File: src/rtl/core/bls_pkg.sv
// shared constants, codes and item types of the bounded lifo stack
package bls_pkg;

    localparam int DEPTH_DEF = 64;
    localparam int DATA_W    = 32;
    localparam int CNT_W     = 7;
    localparam int POS_W     = 6;
    localparam int KIND_W    = 2;
    localparam int STAT_W    = 2;

    // request kinds
    localparam logic [KIND_W-1:0] KIND_PUSH   = 2'd0;
    localparam logic [KIND_W-1:0] KIND_POP    = 2'd1;
    localparam logic [KIND_W-1:0] KIND_PEEK   = 2'd2;
    localparam logic [KIND_W-1:0] KIND_CHANGE = 2'd3;

    // result status codes
    localparam logic [STAT_W-1:0] STAT_OK        = 2'd0;
    localparam logic [STAT_W-1:0] STAT_OVERFLOW  = 2'd1;
    localparam logic [STAT_W-1:0] STAT_UNDERFLOW = 2'd2;
    localparam logic [STAT_W-1:0] STAT_BADPOS    = 2'd3;

    localparam logic [CNT_W-1:0] CAP_RESET = 7'd64;

    typedef logic [CNT_W-1:0] cap_t;

    typedef struct packed {
        logic [KIND_W-1:0]        kind;
        logic [POS_W-1:0]         position;
        logic signed [DATA_W-1:0] value;
    } req_t;

    typedef struct packed {
        logic signed [DATA_W-1:0] data;
        logic [STAT_W-1:0]        status;
        logic [CNT_W-1:0]         item_count;
        logic                     is_empty;
        logic                     is_full;
    } rsp_t;

endpackage

File: src/rtl/core/bls_chan_if.sv
// valid/ready channel carrying one item of a given payload type
interface bls_chan_if #(
    parameter type payload_t = logic
);
    logic     valid;
    logic     ready;
    payload_t payload;

    modport source (output valid, output payload, input ready);
    modport sink   (input valid, input payload, output ready);
endinterface

File: src/rtl/core/bls_ram.sv
// generic simple dual-port ram with registered read
module bls_ram #(
    parameter int WIDTH = bls_pkg::DATA_W,
    parameter int DEPTH = bls_pkg::DEPTH_DEF,
    localparam int AW   = (DEPTH > 1) ? $clog2(DEPTH) : 1
) (
    input  logic             clk,
    input  logic             we,
    input  logic [AW-1:0]    waddr,
    input  logic [WIDTH-1:0] wdata,
    input  logic             re,
    input  logic [AW-1:0]    raddr,
    output logic [WIDTH-1:0] rdata
);

    logic [WIDTH-1:0] mem [DEPTH];
    logic [WIDTH-1:0] rdata_reg;

    always_ff @(posedge clk)
    begin
        if (we)
        begin
            mem[waddr] <= wdata;
        end
        if (re)
        begin
            rdata_reg <= mem[raddr];
        end
    end

    assign rdata = rdata_reg;

endmodule

File: src/rtl/core/bounded_lifo_stack.sv
// bounded lifo stack: top level with request decode, counter and result register
// results: push, change and failed requests register their result at acceptance;
//   successful pop and peek first pass the registered ram read in the read state
// throughput: one item per cycle for writes and failures while results are taken without stall;
//   a read blocks new items until its result is presented after the registered ram read
// reset: count cleared to empty, capacity set to 64, no result pending; entries are not cleared
module bounded_lifo_stack #(
    parameter int DEPTH = bls_pkg::DEPTH_DEF
) (
    input  logic       clk,
    input  logic       rst_n,
    bls_chan_if.sink   req,
    bls_chan_if.source rsp,
    bls_chan_if.sink   cfg
);

    localparam int AW = $clog2(DEPTH);
    // index width wide enough for both the count and a ram address
    localparam int IW = (AW > bls_pkg::CNT_W) ? AW : bls_pkg::CNT_W;

    localparam logic S_IDLE = 1'b0;
    localparam logic S_READ = 1'b1;

    // control state
    logic                       state_reg;
    logic [bls_pkg::CNT_W-1:0]  count_reg;
    bls_pkg::cap_t              cap_reg;
    logic                       out_valid_reg;

    // result payload
    logic [bls_pkg::DATA_W-1:0] out_data_reg;
    logic [bls_pkg::STAT_W-1:0] out_status_reg;
    logic [bls_pkg::CNT_W-1:0]  out_count_reg;
    logic                       out_empty_reg;
    logic                       out_full_reg;

    // decode of the request at the head of the input channel
    logic                       req_fire;
    logic                       rsp_fire;
    logic [bls_pkg::CNT_W-1:0]  cap_eff;
    logic                       full_now;
    logic                       pos_ok;
    logic [bls_pkg::CNT_W-1:0]  cnt_dec;
    logic [bls_pkg::CNT_W-1:0]  count_next;
    logic [bls_pkg::STAT_W-1:0] dec_status;
    logic [bls_pkg::DATA_W-1:0] dec_data;
    logic                       dec_read;
    logic                       dec_write;
    logic                       dec_pop_slot;
    logic [IW-1:0]              cnt_wide;
    logic [IW-1:0]              top_wide;
    logic [IW-1:0]              pos_wide;
    logic [AW-1:0]              waddr;
    logic [AW-1:0]              raddr;
    logic [bls_pkg::DATA_W-1:0] ram_rdata;

    // one request at a time; the output register frees up in the same cycle it is taken
    assign req.ready = (state_reg == S_IDLE) && (!out_valid_reg || rsp.ready);
    assign req_fire  = req.valid && req.ready;
    assign rsp_fire  = rsp.valid && rsp.ready;
    assign cfg.ready = 1'b1;

    // capacity above the ram depth is clipped to the depth
    assign cap_eff  = (int'(cap_reg) > DEPTH) ? bls_pkg::CNT_W'(DEPTH) : cap_reg;
    assign full_now = (count_reg >= cap_eff);
    assign pos_ok   = (bls_pkg::CNT_W'(req.payload.position) < count_reg);
    assign cnt_dec  = count_reg - 1'b1;

    always_comb
    begin
        count_next   = count_reg;
        dec_status   = bls_pkg::STAT_OK;
        dec_data     = '0;
        dec_read     = 1'b0;
        dec_write    = 1'b0;
        dec_pop_slot = 1'b0;
        case (req.payload.kind)
            bls_pkg::KIND_PUSH:
            begin
                if (full_now)
                begin
                    dec_status = bls_pkg::STAT_OVERFLOW;
                end
                else
                begin
                    dec_write  = 1'b1;
                    count_next = count_reg + 1'b1;
                end
            end
            bls_pkg::KIND_POP:
            begin
                if (count_reg == '0)
                begin
                    dec_status = bls_pkg::STAT_UNDERFLOW;
                end
                else
                begin
                    dec_read     = 1'b1;
                    dec_pop_slot = 1'b1;
                    count_next   = cnt_dec;
                end
            end
            bls_pkg::KIND_PEEK:
            begin
                if (count_reg == '0)
                begin
                    dec_status = bls_pkg::STAT_UNDERFLOW;
                    dec_data   = '1;
                end
                else if (!pos_ok)
                begin
                    dec_status = bls_pkg::STAT_BADPOS;
                    dec_data   = '1;
                end
                else
                begin
                    dec_read = 1'b1;
                end
            end
            default:
            begin
                // change: overwrite an entry below the top
                if (!pos_ok)
                begin
                    dec_status = bls_pkg::STAT_BADPOS;
                end
                else
                begin
                    dec_write = 1'b1;
                end
            end
        endcase
    end

    // ram addressing: push writes at the count, pop reads just below it
    assign cnt_wide = IW'(count_reg);
    assign top_wide = IW'(cnt_dec);
    assign pos_wide = IW'(req.payload.position);
    assign waddr    = (req.payload.kind == bls_pkg::KIND_PUSH) ? cnt_wide[AW-1:0]
                                                               : pos_wide[AW-1:0];
    assign raddr    = dec_pop_slot ? top_wide[AW-1:0] : pos_wide[AW-1:0];

    bls_ram #(
        .WIDTH (bls_pkg::DATA_W),
        .DEPTH (DEPTH)
    ) u_entries (
        .clk   (clk),
        .we    (req_fire && dec_write),
        .waddr (waddr),
        .wdata (req.payload.value),
        .re    (req_fire && dec_read),
        .raddr (raddr),
        .rdata (ram_rdata)
    );

    // control registers
    always_ff @(posedge clk or negedge rst_n)
    begin
        if (!rst_n)
        begin
            state_reg     <= S_IDLE;
            count_reg     <= '0;
            cap_reg       <= bls_pkg::CAP_RESET;
            out_valid_reg <= 1'b0;
        end
        else
        begin
            if (cfg.valid && cfg.ready)
            begin
                cap_reg <= cfg.payload;
            end
            if (rsp_fire)
            begin
                out_valid_reg <= 1'b0;
            end
            case (state_reg)
                S_IDLE:
                begin
                    if (req_fire)
                    begin
                        count_reg <= count_next;
                        if (dec_read)
                        begin
                            state_reg <= S_READ;
                        end
                        else
                        begin
                            out_valid_reg <= 1'b1;
                        end
                    end
                end
                S_READ:
                begin
                    // read data is back from the ram, present the result
                    out_valid_reg <= 1'b1;
                    state_reg     <= S_IDLE;
                end
                default:
                begin
                    state_reg <= S_IDLE;
                end
            endcase
        end
    end

    // result payload, loaded at acceptance; read data lands in the cycle after, in the read state
    always_ff @(posedge clk)
    begin
        if (req_fire)
        begin
            out_data_reg   <= dec_data;
            out_status_reg <= dec_status;
            out_count_reg  <= count_next;
            out_empty_reg  <= (count_next == '0);
            out_full_reg   <= (count_next >= cap_eff);
        end
        else if (state_reg == S_READ)
        begin
            out_data_reg <= ram_rdata;
        end
    end

    assign rsp.valid              = out_valid_reg;
    assign rsp.payload.data       = out_data_reg;
    assign rsp.payload.status     = out_status_reg;
    assign rsp.payload.item_count = out_count_reg;
    assign rsp.payload.is_empty   = out_empty_reg;
    assign rsp.payload.is_full    = out_full_reg;

    // count stays within the ram
    a_count_bound: assert property (@(posedge clk) disable iff (!rst_n)
        int'(count_reg) <= DEPTH)
        else $error("entry count beyond ram depth");

    // a read in flight never overlaps a pending result
    a_read_slot_free: assert property (@(posedge clk) disable iff (!rst_n)
        (state_reg == S_READ) |-> !out_valid_reg)
        else $error("result register busy during ram read");

    // a read returns to idle in the next cycle and shows its result
    a_read_done: assert property (@(posedge clk) disable iff (!rst_n)
        (state_reg == S_READ) |=> (state_reg == S_IDLE) && out_valid_reg)
        else $error("read result not presented");

    // an accepted push that fits grows the stack by one
    a_push_grows: assert property (@(posedge clk) disable iff (!rst_n)
        (req_fire && (req.payload.kind == bls_pkg::KIND_PUSH) && !full_now)
        |=> (count_reg == $past(count_reg) + 1'b1))
        else $error("push did not advance the count");

endmodule

File: src/flat_wrapper.sv
// flat-port wrapper written by rule: the top's interface ports become plain ports
module bounded_lifo_stack_flat 
#(
    parameter int DEPTH = bls_pkg::DEPTH_DEF
)
  (clk, rst_n, req_valid, req_payload, req_ready, rsp_valid, rsp_payload, rsp_ready, cfg_valid, cfg_payload, cfg_ready);
  bls_chan_if #(.payload_t(bls_pkg::req_t)) req_i ();
  bls_chan_if #(.payload_t(bls_pkg::rsp_t)) rsp_i ();
  bls_chan_if #(.payload_t(bls_pkg::cap_t)) cfg_i ();
  input  logic clk;
  input  logic rst_n;
  input wire logic [$bits(req_i.valid)-1:0] req_valid;
  input wire logic [$bits(req_i.payload)-1:0] req_payload;
  output wire logic [$bits(req_i.ready)-1:0] req_ready;
  output wire logic [$bits(rsp_i.valid)-1:0] rsp_valid;
  output wire logic [$bits(rsp_i.payload)-1:0] rsp_payload;
  input wire logic [$bits(rsp_i.ready)-1:0] rsp_ready;
  input wire logic [$bits(cfg_i.valid)-1:0] cfg_valid;
  input wire logic [$bits(cfg_i.payload)-1:0] cfg_payload;
  output wire logic [$bits(cfg_i.ready)-1:0] cfg_ready;
  assign req_i.valid = req_valid;
  assign req_i.payload = req_payload;
  assign req_ready = req_i.ready;
  assign rsp_valid = rsp_i.valid;
  assign rsp_payload = rsp_i.payload;
  assign rsp_i.ready = rsp_ready;
  assign cfg_i.valid = cfg_valid;
  assign cfg_i.payload = cfg_payload;
  assign cfg_ready = cfg_i.ready;
  bounded_lifo_stack #(.DEPTH(DEPTH)) u_core (.clk(clk), .rst_n(rst_n), .req(req_i), .rsp(rsp_i), .cfg(cfg_i));
endmodule
File: config.mk
export PLATFORM = sky130hd
export DESIGN_NAME = bounded_lifo_stack_flat
export DESIGN_NICKNAME = d
export VERILOG_FILES = /design/src/rtl/core/bls_pkg.sv /design/src/rtl/core/bls_chan_if.sv /design/src/rtl/core/bls_ram.sv /design/src/rtl/core/bounded_lifo_stack.sv /design/src/flat_wrapper.sv
export SDC_FILE = /design/constraint.sdc
export NUM_CORES = 2
export LEC_CHECK = 0
export BUFFER_PORTS_ARGS = -buffer_cell sky130_fd_sc_hd__buf_4
export CORE_MARGIN = 4
export CORE_UTILIZATION = 50
export DETAILED_ROUTE_END_ITERATION = 7
export PLACE_DENSITY = 0.68
export SYNTH_ARGS = -nofsm -noshare
export SYNTH_HDL_FRONTEND = slang
export SYNTH_SLANG_ARGS = --single-unit
File: constraint.sdc
create_clock -name clk -period 4.9 [get_ports clk]
set_input_delay 0.735 -clock clk [delete_from_list [all_inputs] [get_ports clk]]
set_output_delay 0.735 -clock clk [all_outputs]
set_load 0.03 [all_outputs]
==> flow_summary_export.csv <==
group,metric,value,unit
outcome,status,"finished clean",
clocking,cts-buffers-inserted,212,
yosys,syn_nets,7371,
worst_setup_path,path_buf_inv,5,
routing,post-route-drc-count,0,
worst_setup_path,critPathLaunch,"u_core.cnt_wide[0]",
die,row_count,163,
routing,drtIter0Drc,9973,
clocking,cts_buffer_depth,3,
grt,track_usage,30.2,%
worst_setup_path,crit_arrival,5.50,ns
power,power_density,486,nW/um2
yosys,yosysTopAreaCell,"edfxtp_1",
run,max-cap-violations,0,
routing,viasPerCell,6.95,
finish,nNetsFinal,7463,
placement,dp_cells,9812,
sta,max_freq,0.210,GHz
grt,grt_start_max_net_pins,125,
sta,slew_headroom,4.79,%
worst_setup_path,r2r_start,"u_core.cnt_wide[0]",
grt,antenna_found_initial,34,
hold_path,min_path_type,"in -> reg",
clocking,clock-root-buffer,"clkbuf_16",
worst_setup_path,cp-end-kind,"flip-flop",
hold_path,hp-start,"cfg_payload[5]",
yosys,syn_avg_cell_area,13.6,um2
clocking,cts.sinks,2139,
worst_setup_path,critPathKind,"reg -> reg",
yosys,synth_ff_type,"edfxtp_1",
clocking,htreeDepth,4,
grt,grt_pass1_wl,461000,um
sta,rsz0062_at_grt,"no",
worst_setup_path,required,5.64,ns
grt,grt_overflow_total,0,
die,io_pins,98,
clocking,path_clk_slew,0.06,ns
yosys,yosysMostFrequentCell,"edfxtp_1",
sta,post-route-min-period,4.76,ns
finish,largest_reg_flops,2048,
worst_setup_path,cpMostUsedCell,"buf_4",
sta,finalClockSkew,0.0290,ns
routing,ant_nets,0,
clocking,clk_latency,0.87,ns
die,initial_core_util,50.3,%
finish,area_growth,13.6,%
yosys,synth_common_cells,"2123 x edfxtp_1, 1209 x mux2i_1, 704 x nand2_1",
yosys,ys_ff_latch,2139,
worst_setup_path,cp_top_family,"compound AO/OA/AOI/OAI gates",
sta,worst_pin_slew,1.41,ns
worst_setup_path,crit_path_start_kind,"flip-flop",
yosys,synthTopCellsByArea,"edfxtp_1 64%, mux2i_1 12%, o22ai_1 3.8%",
sta,setup_viol,0,
yosys,synth_edf_count,2123,
yosys,yosysWarnings,0,
yosys,synth_top_area_share,64.1,%
yosys,ys_seq_area_share,64.5,%
grt,grt_pass1_vias,68100,
finish,drive_above_1_share,12.5,%
yosys,netlist_area,99400,um2
die,fp.dieW,454,um
yosys,ys_types,80,
finish,instances_no_fill,10200,
placement,port_buffers,96,
routing,wl_per_cell,31.5,um
worst_setup_path,worstPathMaxFanout,33,
worst_setup_path,cpPeakStageDelay,0.91,ns
sta,hold_violations,0,
yosys,synthArstFlopShare,0.748,%
die,die_y,454,um
routing,dr_total_vias,71100,
power,leakagePower,38.4,nW
sta,post-route-period-util,97.2,%
die,core_area,198000,um2
power,irDropWorstVdd,511,uV
finish,utilization,57.2,%
routing,drtPass1Iterations,8,
yosys,synth_cells,7295,
clocking,cts_tree,"yes",
routing,wl,322000,um
sta,finalMaxSlewViolations,0,
die,die-area,206000,um2
placement,gp_congestion,0.885,
worst_setup_path,cp_cell_sequence,"inv_1 > ha_1 > or4b_1 > buf_4 > mux2i_4 > buf_12 > buf_4 > a21oi_1 > nand2_1 > a21o_1 > o221ai_1 > buf_4 > o311ai_0 > or4_1",
placement,dp_hpwl,187000,um
worst_setup_path,cp_slowest_cell,"o311ai_0",
-- kinds of logic (layout without fill, tap and decap cells) --
logic type               count (synthesis)  after routing  share of synthesized area, %
AO/OA/AOI/OAI                         2114           2114                          15.0
XOR/XNOR                                 2              2                        0.0176
adder cells (fa/ha/maj)                 24             24                         0.302
flip-flops                            2139           2139                          64.5
buffers and inverters                  670            933                          2.90
other                                    1             23                       0.00377
AND/OR/NAND/NOR                       1123           1123                          4.88
multiplexers                          1222           1222                          12.3
-- layout make-up --
type                            count  area (um2)
Clock inverter                    124        1240
Tap cell                         2640        3300
Clock buffer                      261        5590
Inverter                           25        93.8
Fill cell                       15300       84700
Multi-Input combinational cell   4486       33100
Timing Repair Buffer              523        5460
Sequential cell                  2139       64200
Antenna cell                       22        55.1
-- power by group --
part / leakage (nW) / switching [mW] / internal (mW) / total [mW]
combinational: 15.7 / 11.8 / 6.30 / 18.1
sequential: 19.3 / 0.158 / 20.5 / 20.6
clock: 3.33 / 7.08 / 9.15 / 16.2
total: 38.4 / 19.0 / 35.9 / 54.9
-- routing by layer --
metal	part of all wire (%)	vias to the layer above	track usage (%)
met5	0.015	-	0
met3	9.9	834	5.38
met4	6.9	8	18.3
li1	-	29900	-
met2	46	4228	47.6
met1	37	36100	39.0
-- layout by cell type, fill, tap and decap left out, types with 22 or more instances in the layout --
cell	count
buf_12	122
nand4_1	22
clkinv_2	33
inv_1	25
o31ai_1	22
a31oi_1	121
a221oi_1	379
buf_4	399
diode_2	22
o21ai_0	121
nor2_4	65
clkbuf_16	215
a211oi_1	148
ha_1	23
a21oi_1	310
a221o_1	164
clkinv_1	50
a22oi_1	51
and3_1	88
nor2_1	93
o41ai_1	36
nand2_1	702
nand3_1	73
o21a_1	32
clkbuf_1	42
mux2i_1	1208
edfxtp_1	2123
o22ai_1	605
-- metrics by stage --
stage                     area (um2)  worst slack [ns]  hold WS [ns]  TNS [ns]  power [mW]
after detailed placement      106000            -0.257         0.509    -0.257        38.7
after floorplan                99400             0.273         0.439         0        31.5
after CTS                     113000            0.0242        0.0758         0        54.7
after global placement        106000           -0.0777         0.497   -0.0777        38.5
final                         113000             0.136         0.120         0        54.9
after global routing          113000            0.0388         0.116         0        56.6
-- path summary, 6_finish.rpt --
check	to	slack, ns	depth (start not counted)
max	u_core.u_entries.rdata[0]	0.14	14
min	u_core.cap_reg[5]	0.12	2
max reg2reg	u_core.u_entries.rdata[0]	0.14	14
min reg2reg	u_core.rsp.valid	0.53	2
max in group asynchronous	u_core.cap_reg[6]	4.35	2
min in group asynchronous	u_core.cap_reg[2]	0.29	2
-- repair_timing --
item                                    in CTS  in global routing
setup buffers                                0                  0
endpoints found under the setup margin       1                  1
hold endpoints to repair                    16                  0
pin swaps                                    0                  0
gates resized for setup                      1                  1
hold buffers                                 1                  0
Power figures use the tool's default switching activity.
